$ cat src/rtl/core/tapid_pkg.sv
// Shared types, register indexes, action codes, a saturation helper and a
// per-axis gain select for the three-axis PID core. No dependencies.
`default_nettype none

package tapid_pkg;

    localparam int FRAC_BITS  = 16;
    localparam int ACC_W      = 66;
    localparam int DIV_STEPS  = 64;
    localparam int ROOT_STEPS = 32;

    localparam logic [31:0] ACC_CAP  = 32'h7FFF_FFFF;
    localparam logic [63:0] RATE_CAP = 64'h0000_0100_0000_0000;

    typedef logic [2:0] reg_idx_t;

    localparam reg_idx_t REG_POS_KP    = 3'd0;
    localparam reg_idx_t REG_POS_KI    = 3'd1;
    localparam reg_idx_t REG_POS_KD    = 3'd2;
    localparam reg_idx_t REG_VEL_KP    = 3'd3;
    localparam reg_idx_t REG_VEL_KI    = 3'd4;
    localparam reg_idx_t REG_VEL_KD    = 3'd5;
    localparam reg_idx_t REG_INT_LIMIT = 3'd6;
    localparam reg_idx_t REG_ACC_LIMIT = 3'd7;

    localparam logic [1:0] ACT_NORMAL   = 2'd0;
    localparam logic [1:0] ACT_RESET    = 2'd1;
    localparam logic [1:0] ACT_VEL_ONLY = 2'd2;

    typedef struct packed {
        logic start;
        logic sqrt_op;
    } ds_req_t;

    function automatic logic signed [31:0] sat32(input logic signed [ACC_W-1:0] v);
        logic signed [ACC_W-1:0] hi;
        logic signed [ACC_W-1:0] lo;
        hi = ACC_W'(signed'({1'b0, ACC_CAP}));
        lo = -hi;
        if (v > hi)
            return signed'(ACC_CAP);
        else if (v < lo)
            return -signed'(ACC_CAP);
        else
            return v[31:0];
    endfunction

    function automatic logic [15:0] gain16(input logic [47:0] g, input logic [1:0] ax);
        logic [15:0] r;
        case (ax)
            2'd0:    r = g[15:0];
            2'd1:    r = g[31:16];
            2'd2:    r = g[47:32];
            default: r = 16'd0;
        endcase
        return r;
    endfunction

endpackage

`default_nettype wire

$ cat src/rtl/core/tapid_divsqrt.sv
// Bit-serial unsigned divider and integer square root, one step a cycle.
// Depends on tapid_pkg.
`default_nettype none

module tapid_divsqrt (
    input  logic              clk,
    input  logic              rst_n,
    input  tapid_pkg::ds_req_t req,
    input  logic [63:0]       num,
    input  logic [31:0]       den,
    output logic              done,
    output logic [63:0]       res
);
    import tapid_pkg::*;

    logic        busy_reg;
    logic        sqrt_reg;
    logic        done_reg;
    logic [6:0]  cnt_reg;
    logic [35:0] rem_reg;
    logic [63:0] quo_reg;
    logic [31:0] root_reg;
    logic [31:0] den_reg;

    logic [32:0] div_sh;
    logic        div_ge;
    logic [32:0] div_rem;
    logic [35:0] sq_sh;
    logic [35:0] sq_trial;
    logic        sq_ge;

    always_comb
    begin
        div_sh   = {rem_reg[31:0], quo_reg[63]};
        div_ge   = div_sh >= {1'b0, den_reg};
        div_rem  = div_ge ? div_sh - {1'b0, den_reg} : div_sh;
        sq_sh    = {rem_reg[33:0], quo_reg[63:62]};
        sq_trial = {2'b00, root_reg, 2'b01};
        sq_ge    = sq_sh >= sq_trial;
    end

    always_ff @(posedge clk or negedge rst_n)
    begin
        if (!rst_n)
        begin
            busy_reg <= 1'b0;
            sqrt_reg <= 1'b0;
            done_reg <= 1'b0;
            cnt_reg  <= '0;
            rem_reg  <= '0;
            quo_reg  <= '0;
            root_reg <= '0;
            den_reg  <= '0;
        end
        else
        begin
            done_reg <= 1'b0;
            if (req.start)
            begin
                busy_reg <= 1'b1;
                sqrt_reg <= req.sqrt_op;
                cnt_reg  <= req.sqrt_op ? 7'(ROOT_STEPS) : 7'(DIV_STEPS);
                rem_reg  <= '0;
                quo_reg  <= num;
                root_reg <= '0;
                den_reg  <= den;
            end
            else if (busy_reg)
            begin
                if (sqrt_reg)
                begin
                    rem_reg  <= sq_ge ? sq_sh - sq_trial : sq_sh;
                    root_reg <= {root_reg[30:0], sq_ge};
                    quo_reg  <= {quo_reg[61:0], 2'b00};
                end
                else
                begin
                    rem_reg <= 36'(div_rem);
                    quo_reg <= {quo_reg[62:0], div_ge};
                end
                cnt_reg <= cnt_reg - 7'd1;
                if (cnt_reg == 7'd1)
                begin
                    busy_reg <= 1'b0;
                    done_reg <= 1'b1;
                end
            end
        end
    end

    assign done = done_reg;
    assign res  = sqrt_reg ? {32'd0, root_reg} : quo_reg;

endmodule

`default_nettype wire

$ cat config.mk
export PLATFORM = sky130hd
export DESIGN_NAME = tapid_divsqrt
export DESIGN_NICKNAME = d
export VERILOG_FILES = /design/src/rtl/core/tapid_pkg.sv /design/src/rtl/core/tapid_divsqrt.sv
export SDC_FILE = /design/constraint.sdc
export NUM_CORES = 1
export LEC_CHECK = 0
export ABC_CLOCK_PERIOD_IN_PS = 5120
export BUFFER_PORTS_ARGS = -buffer_cell sky130_fd_sc_hd__buf_2
export CAP_MARGIN = 10
export CELL_PAD_IN_SITES_DETAIL_PLACEMENT = 1
export CELL_PAD_IN_SITES_GLOBAL_PLACEMENT = 1
export CORE_MARGIN = 3
export CORE_UTILIZATION = 49
export CTS_BUF_LIST = sky130_fd_sc_hd__clkbuf_8
export CTS_CLUSTER_SIZE = 10
export DETAILED_ROUTE_END_ITERATION = 7
export GPL_ROUTABILITY_DRIVEN = 0
export GPL_TIMING_DRIVEN = 0
export MAX_ROUTING_LAYER = met4
export PLACE_DENSITY_LB_ADDON = 0.1
export SKIP_LAST_GASP = 1
export SLEW_MARGIN = 10
export SYNTH_ARGS = -nofsm -noshare
export SYNTH_HDL_FRONTEND = slang
export SYNTH_SLANG_ARGS = --single-unit
$ cat constraint.sdc
create_clock -name clk -period 5.12 [get_ports clk]
set_input_delay 0.768 -clock clk [delete_from_list [all_inputs] [get_ports clk]]
set_output_delay 0.768 -clock clk [all_outputs]
set_load 0.05 [all_outputs]
==> key figures, run 1 <==
Detailed routing
  – Vias: 12600
  – First-pass iteration count of the detailed router: 5
  – DRT iter0 DRCs: 1014
  – Routed len/inst: 21.66 um
  – Vias per inst: 6.147
  – Final wirelength: 44380 um
  – DRC viols: 0
  – Routed Antenna Nets: 0

Synth
  – Mux share of post-synthesis cell area: 9.083%
  – Synth area leader: dfrtp_1
  – Post-synthesis adder-cell area fraction: 6.879%
  – Main area contributors after synthesis: dfrtp_1 (34%), ha_1 (6.7%), o21ai_0 (6.4%)
  – Yosys top cell area share: 34.00%
  – FFs w/ async S/R, synth: 100.0%
  – XOR/XNOR Fraction of Synth Area: 4.082%
  – Post-Synth Simple-Gate Area: 16.26%
  – Largest family of logic cells by synthesized area: compound AO/OA/AOI/OAI gates
  – Post-synthesis compound-gate area fraction: 24.43%
  – Most common flop cell mapped by yosys: dfrtp_1
  – Yosys reg bits: 172
  – Post-Syn Instances: 1522
  – Syn Std Cell Area: 12660 um^2
  – Sequential area share after synthesis: 34.00%
  – Synthesized Nets: 1691
  – Post-synth EDFFs: 0
  – Synth Warn #: 0
  – Library cells used by synthesis: 72
  – Synth Area per Inst: 8.318 um^2

Timing
  – Max_slew headroom: 17.63%
  – Peak Freq: 234.3 MHz
  – Tmin final: 4.267 ns
  – RSZ-0062 raised after global routing: no
  – Worst Tran Pin Value: 1.231 ns
  – Clock Skew: 0.02348 ns
  – Final hold vios: 0
  – Final Slew Violations: 0
  – Endpoints failing setup: 0
  – Period utilization: 83.34%
  – Worst setup margin: 0.8528 ns
  – WHS: 0.2458 ns
  – Setup TNS: 0 ns

CTS
  – Clock slew at reported path FFs: 0.10 ns
  – Worst-skew pair later-pin latency: 0.49 ns
  – Depth of the CTS H-tree: 4
  – Clock sinks: 172
  – Postcts setup bufs: 0
  – Hold_buf cts: 0
  – CTS root buf: clkbuf_8
  – Number of gates resized after CTS: 0
  – Total CTS buffers: 17
  – Clock Path Buffers: 2
  – CTS tree: done

Worst setup path
  – R2R Setup Slk: 0.89 ns
  – CP peak stage delay: 0.72 ns
  – Crit-path cells: clkbuf_1 -> clkbuf_1 -> clkbuf_1 -> mux2_2 -> buf_2
  – R2R depth: 13
  – Reg2reg end: rem_reg[10]
  – CP Class: reg2out
  – Cell family with most CP delay: buffers and inverters
  – CP Buf/Inv Count: 4
  – WP data arrival: 3.50 ns
  – Crit-path max FO: 10
  – RR Startpoint: root_reg[0]
  – WP data required: 4.35 ns
  – Critical path's slowest cell: clkbuf_1
  – Worst Setup Start Kind: register
  – Most used cell, CP: clkbuf_1
  – Worst setup EP type: output port

Placed design
  – DP HPWL: 33760 um
  – Port Buffers: 164
  – Placed cell area: 13930 um^2
  – Placed Instances: 2017
  – Pre-CTS setup slack: 1.149 ns

Power and ir drop
  – Max IR drop VDD: 267.8 uV
  – Total power: 8.236 mW
  – Power per cell area: 574.8 nW/um^2
  – Leak: 6.792 nW

Layout
  – Most common cell after layout, fill and taps aside: nand2_1
  – Nets@finish: 1875
  – Share of cells above drive strength 1: 15.02%
  – Max FFs per register: 64
  – Post-layout util: 56.74%
  – Non-Filler Instances: 2049
  – Most frequent cells in the layout: nand2_1 (197), dfrtp_1 (172), buf_2 (168)
  – Fill cell count: 3165
  – P&R area growth vs syn: 13.19%
  – Final std cell area, no fill: 14330 um^2

Die
  – Die area: 27800 um^2
  – DIE HEIGHT: 166.7 um
  – Die X-Extent: 166.7 um
  – Core area: 25250 um^2
  – IO Pins: 165
  – Initial core utilization: 50.13%
  – Cell Rows: 58

GRT
  – Largest net degree at the start of global routing: 98
  – Vias in the first global route: 13290
  – Initial antenna violation count: 1
  – Global-route wire length before repair: 70510 um
  – Gr usage total: 32.41%
  – Overflow after GRT: 0

Worst hold path
  – Worst Hold Class: in2async

Job
  – Max Cap Viol: 0

Run status
  – Outcome: complete, no violations
==> cell usage after synthesis, drive strengths merged (13+ instances only) <==
cell type	number
a21o	33
and3	22
a31oi	16
nand3	23
a211oi	27
xor2	27
xnor2	32
nand2	197
inv	82
nor2	96
nor3	15
a21oi	100
clkbuf	79
o32ai	13
nor2b	42
o211ai	14
mux2	39
buf	14
a22oi	33
mux2i	71
dfrtp	172
o21ai	167
ha	68
==> worst max path at each step <==
stage / to / slack [ns] / start / cells past startpoint
final: res[25] / 0.85 / sqrt_reg / 5
after global routing: res[25] / 0.76 / sqrt_reg / 5
after CTS: res[25] / 0.89 / sqrt_reg / 5
after detailed placement: den_reg[2] / 1.15 / req[1] / 7
after global placement: quo_reg[38] / 0.36 / rst_n / 1
after floorplan: rem_reg[24] / 2.08 / rem_reg[0] / 12
==> report_power, final <==
group          switching [mW]  internal (mW)
registers               0.356           1.58
logic                    3.24           2.03
clock network           0.593          0.443
==> layer usage <==
metal,global-route usage [%],part of all wire [%],vias to the layer above
li1,-,-,5834
met1,39.69,43,6332
met2,54.47,49,353
met3,6.504,5.7,77
met4,9.756,2.5,0
met5,-,0,-
==> cell type report <==
cell class | instances | area [um^2] | share of cell area, %
Antenna cell | 1 | 2.502 | 0.01746
Buffer | 93 | 359.1 | 2.506
Clock buffer | 17 | 234.0 | 1.633
Clock inverter | 14 | 162.7 | 1.135
Inverter | 82 | 307.8 | 2.148
Multi-Input combinational cell | 1175 | 7689 | 53.65
Sequential cell | 172 | 4304 | 30.04
Tap cell | 330 | 412.9 | 2.881
Timing Repair Buffer | 165 | 858.3 | 5.990
==> cell families (layout without fill, tap and decap cells) <==
group	after synthesis	count (layout)
mux	110	110
simple gates	449	449
flops	172	172
buf+inv	175	371
other cells	0	1
xor+xnor	59	59
fa+ha+maj	69	69
compound gates	488	488
No activity file was read; power rests on OpenSTA's default activity.
==> run 2: changes to the inputs <==
--- a/config.mk
+++ b/config.mk
@@ -5,13 +5,14 @@
 export SDC_FILE = /design/constraint.sdc
 export NUM_CORES = 1
 export LEC_CHECK = 0
-export ABC_CLOCK_PERIOD_IN_PS = 5120
+export ABC_AREA = 1
+export ABC_CLOCK_PERIOD_IN_PS = 3980
 export BUFFER_PORTS_ARGS = -buffer_cell sky130_fd_sc_hd__buf_2
 export CAP_MARGIN = 10
 export CELL_PAD_IN_SITES_DETAIL_PLACEMENT = 1
 export CELL_PAD_IN_SITES_GLOBAL_PLACEMENT = 1
 export CORE_MARGIN = 3
-export CORE_UTILIZATION = 49
+export CORE_UTILIZATION = 43
 export CTS_BUF_LIST = sky130_fd_sc_hd__clkbuf_8
 export CTS_CLUSTER_SIZE = 10
 export DETAILED_ROUTE_END_ITERATION = 7
==> constraint.sdc (replaced) <==
create_clock -name clk -period 3.98 [get_ports clk]
set_input_delay 0.597 -clock clk [delete_from_list [all_inputs] [get_ports clk]]
set_output_delay 0.597 -clock clk [all_outputs]
set_load 0.05 [all_outputs]
==> key figures, run 2 <==
Worst setup path
  – R2R Setup Slk: 0.74 ns
  – CP Class: reg2reg
  – WP data arrival: 3.70 ns
  – Reg2reg end: rem_reg[33]
  – Crit path to: rem_reg[33]
  – WP data required: 4.44 ns
  – RR Startpoint: sqrt_reg
  – Worst setup EP type: register
  – Crit-path max FO: 10
  – Worst Setup SP: sqrt_reg
  – R2R depth: 8
  – Worst Setup Start Kind: register

Layout
  – Diodes inserted: 0
  – Share of cells above drive strength 1: 11.26%
  – Storage cell area: 4304 um^2
  – Final std cell area, no fill: 16390 um^2
  – Most frequent cells in the layout: nand2_1 (899), inv_1 (380), nand3_1 (177)
  – Most common cell after layout, fill and taps aside: nand2_1
  – Fill cell count: 4632
  – Max FFs per register: 64
  – Non-Filler Instances: 2965
  – Multi-input logic area: 8315 um^2
  – P&R area growth vs syn: 12.77%
  – Nets@finish: 2680

Job
  – Max Cap Viol: 0

Synth
  – Most common flop cell mapped by yosys: dfrtp_1
  – Sequential area share after synthesis: 29.61%
  – Post-synthesis compound-gate area fraction: 10.88%
  – Post-synth EDFFs: 0
  – Post-Synth Simple-Gate Area: 38.35%
  – Synth area leader: dfrtp_1
  – Post-Syn Instances: 2327
  – Syn Std Cell Area: 14530 um^2
  – Yosys top cell area share: 29.61%
  – FFs w/ async S/R, synth: 100.0%
  – Synthesized Nets: 2496
  – Mux share of post-synthesis cell area: 0%
  – Library cells used by synthesis: 45
  – Largest family of logic cells by synthesized area: simple AND/OR/NAND/NOR gates
  – Most common cell in the synthesized netlist: nand2_1
  – XOR/XNOR Fraction of Synth Area: 1.989%
  – Commonest cells post-synth: nand2_1 (899), inv_1 (380), nand3_1 (177)
  – Yosys reg bits: 172
  – Synth Area per Inst: 6.246 um^2
  – Post-synthesis adder-cell area fraction: 5.992%
  – Synth Warn #: 0
  – Main area contributors after synthesis: dfrtp_1 (30%), nand2_1 (23%), inv_1 (9.8%)

Detailed routing
  – Routed len/inst: 18.42 um
  – Vias per inst: 5.360
  – Final wirelength: 54630 um
  – DRT iter0 DRCs: 983
  – Routed Antenna Nets: 0
  – First-pass iteration count of the detailed router: 5
  – Vias: 15890
  – DRC viols: 0

CTS
  – Clock sinks: 172
  – Clock Path Buffers: 2
  – Worst-skew pair later-pin latency: 0.52 ns
  – Total CTS buffers: 17
  – Depth of the CTS H-tree: 4
  – CTS tree: done
  – CTS root buf: clkbuf_8
  – Hold_buf cts: 0
  – Number of gates resized after CTS: 0
  – Clock slew at reported path FFs: 0.10 ns
  – Postcts setup bufs: 0

Timing
  – Setup TNS: 0 ns
  – Endpoints failing setup: 0
  – Clock Skew: 0.02069 ns
  – Worst Tran Pin Value: 0.9020 ns
  – RSZ-0062 raised after global routing: no
  – Final Slew Violations: 0
  – Final hold vios: 0
  – Period utilization: 81.47%
  – Max_slew headroom: 39.87%
  – Peak Freq: 308.4 MHz
  – Worst setup margin: 0.7375 ns
  – Tmin final: 3.243 ns

Die
  – DIE HEIGHT: 189.8 um
  – IO Pins: 165
  – Core area: 32950 um^2
  – Die X-Extent: 189.8 um
  – Cell Rows: 66
  – Die area: 36040 um^2
  – Initial core utilization: 44.11%

Placed design
  – Placed cell area: 15940 um^2
  – Placed Instances: 2933
  – Port Buffers: 163
  – DP HPWL: 44510 um
  – Pre-CTS setup slack: 0.8007 ns

Power and ir drop
  – Leak: 9.144 nW
  – Max IR drop VDD: 375.5 uV
  – Power per cell area: 726.2 nW/um^2
  – Total power: 11.90 mW

GRT
  – Met2 usage: 49.88%
  – Initial antenna violation count: 0
  – Vias in the first global route: 16500
  – Global-route wire length before repair: 86730 um
  – Met3 GRT Util: 5.399%
  – Largest net degree at the start of global routing: 98
  – Met1 GRT Util: 42.09%
  – Most Crowded Layer GR: met2
  – Overflow after GRT: 0
  – Gr usage total: 31.35%

Worst hold path
  – Worst Hold Class: in2async

Run status
  – Outcome: complete, no violations
## run 2: logic make-up after synthesis
group                      count (synthesis)
buffers and inverters                    483
xor gates and xnor gates                  33
DFF                                      172
and+or+nand+nor                         1335
adders and majority gates                 69
AOI/OAI and AO/OA                        235
## run 2: metrics by stage
stage	hold slack, ns	utilization [%]
3_3_place_gp	0.4507	48.26
2_1_floorplan	0.3014	-
3_5_place_dp	0.4556	48.38
4_1_cts	0.1340	49.72
6_report	0.1229	49.74
5_1_grt	0.1663	49.74
## run 2: area by class of cell
cell class                      instances  share of cell area [%]
Timing Repair Buffer                  165                   5.252
Buffer                                 84                   2.542
Multi-Input combinational cell       1672                   50.74
Tap cell                              442                   3.374
Clock buffer                           17                   1.428
Clock inverter                         14                   1.267
Sequential cell                       172                   26.26
Inverter                              399                   9.138
## run 2: routing by layer
metal,wire (um),part of all wire [%]
met5,0,0
met4,1025,1.9
met3,2958,5.4
met2,25210,46
met1,25440,47
## run 2: how the worst min path moves through the flow
stage | from | end
after CTS | rst_n | rem_reg[8]
after floorplan | rst_n | busy_reg
after global routing | rst_n | den_reg[16]
after detailed placement | cnt_reg[4] | cnt_reg[4]
after global placement | cnt_reg[4] | cnt_reg[4]
final | rst_n | den_reg[26]
## run 2: where the power goes
part	total, mW	switching [mW]	internal (mW)
clock network	1.46	0.764	0.696
logic	8.07	5.48	2.59
registers	2.37	0.345	2.02
## run 2: critical path, stage by stage, from the launching register on
cell,delay [ns]
dfrtp_1,0.33
buf_2,0.31
clkinv_1,0.48
nor2_1,0.69
nand2_1,0.52
clkbuf_1,0.42
a21oi_2,0.30
nand2_1,0.08
nand2_1,0.06
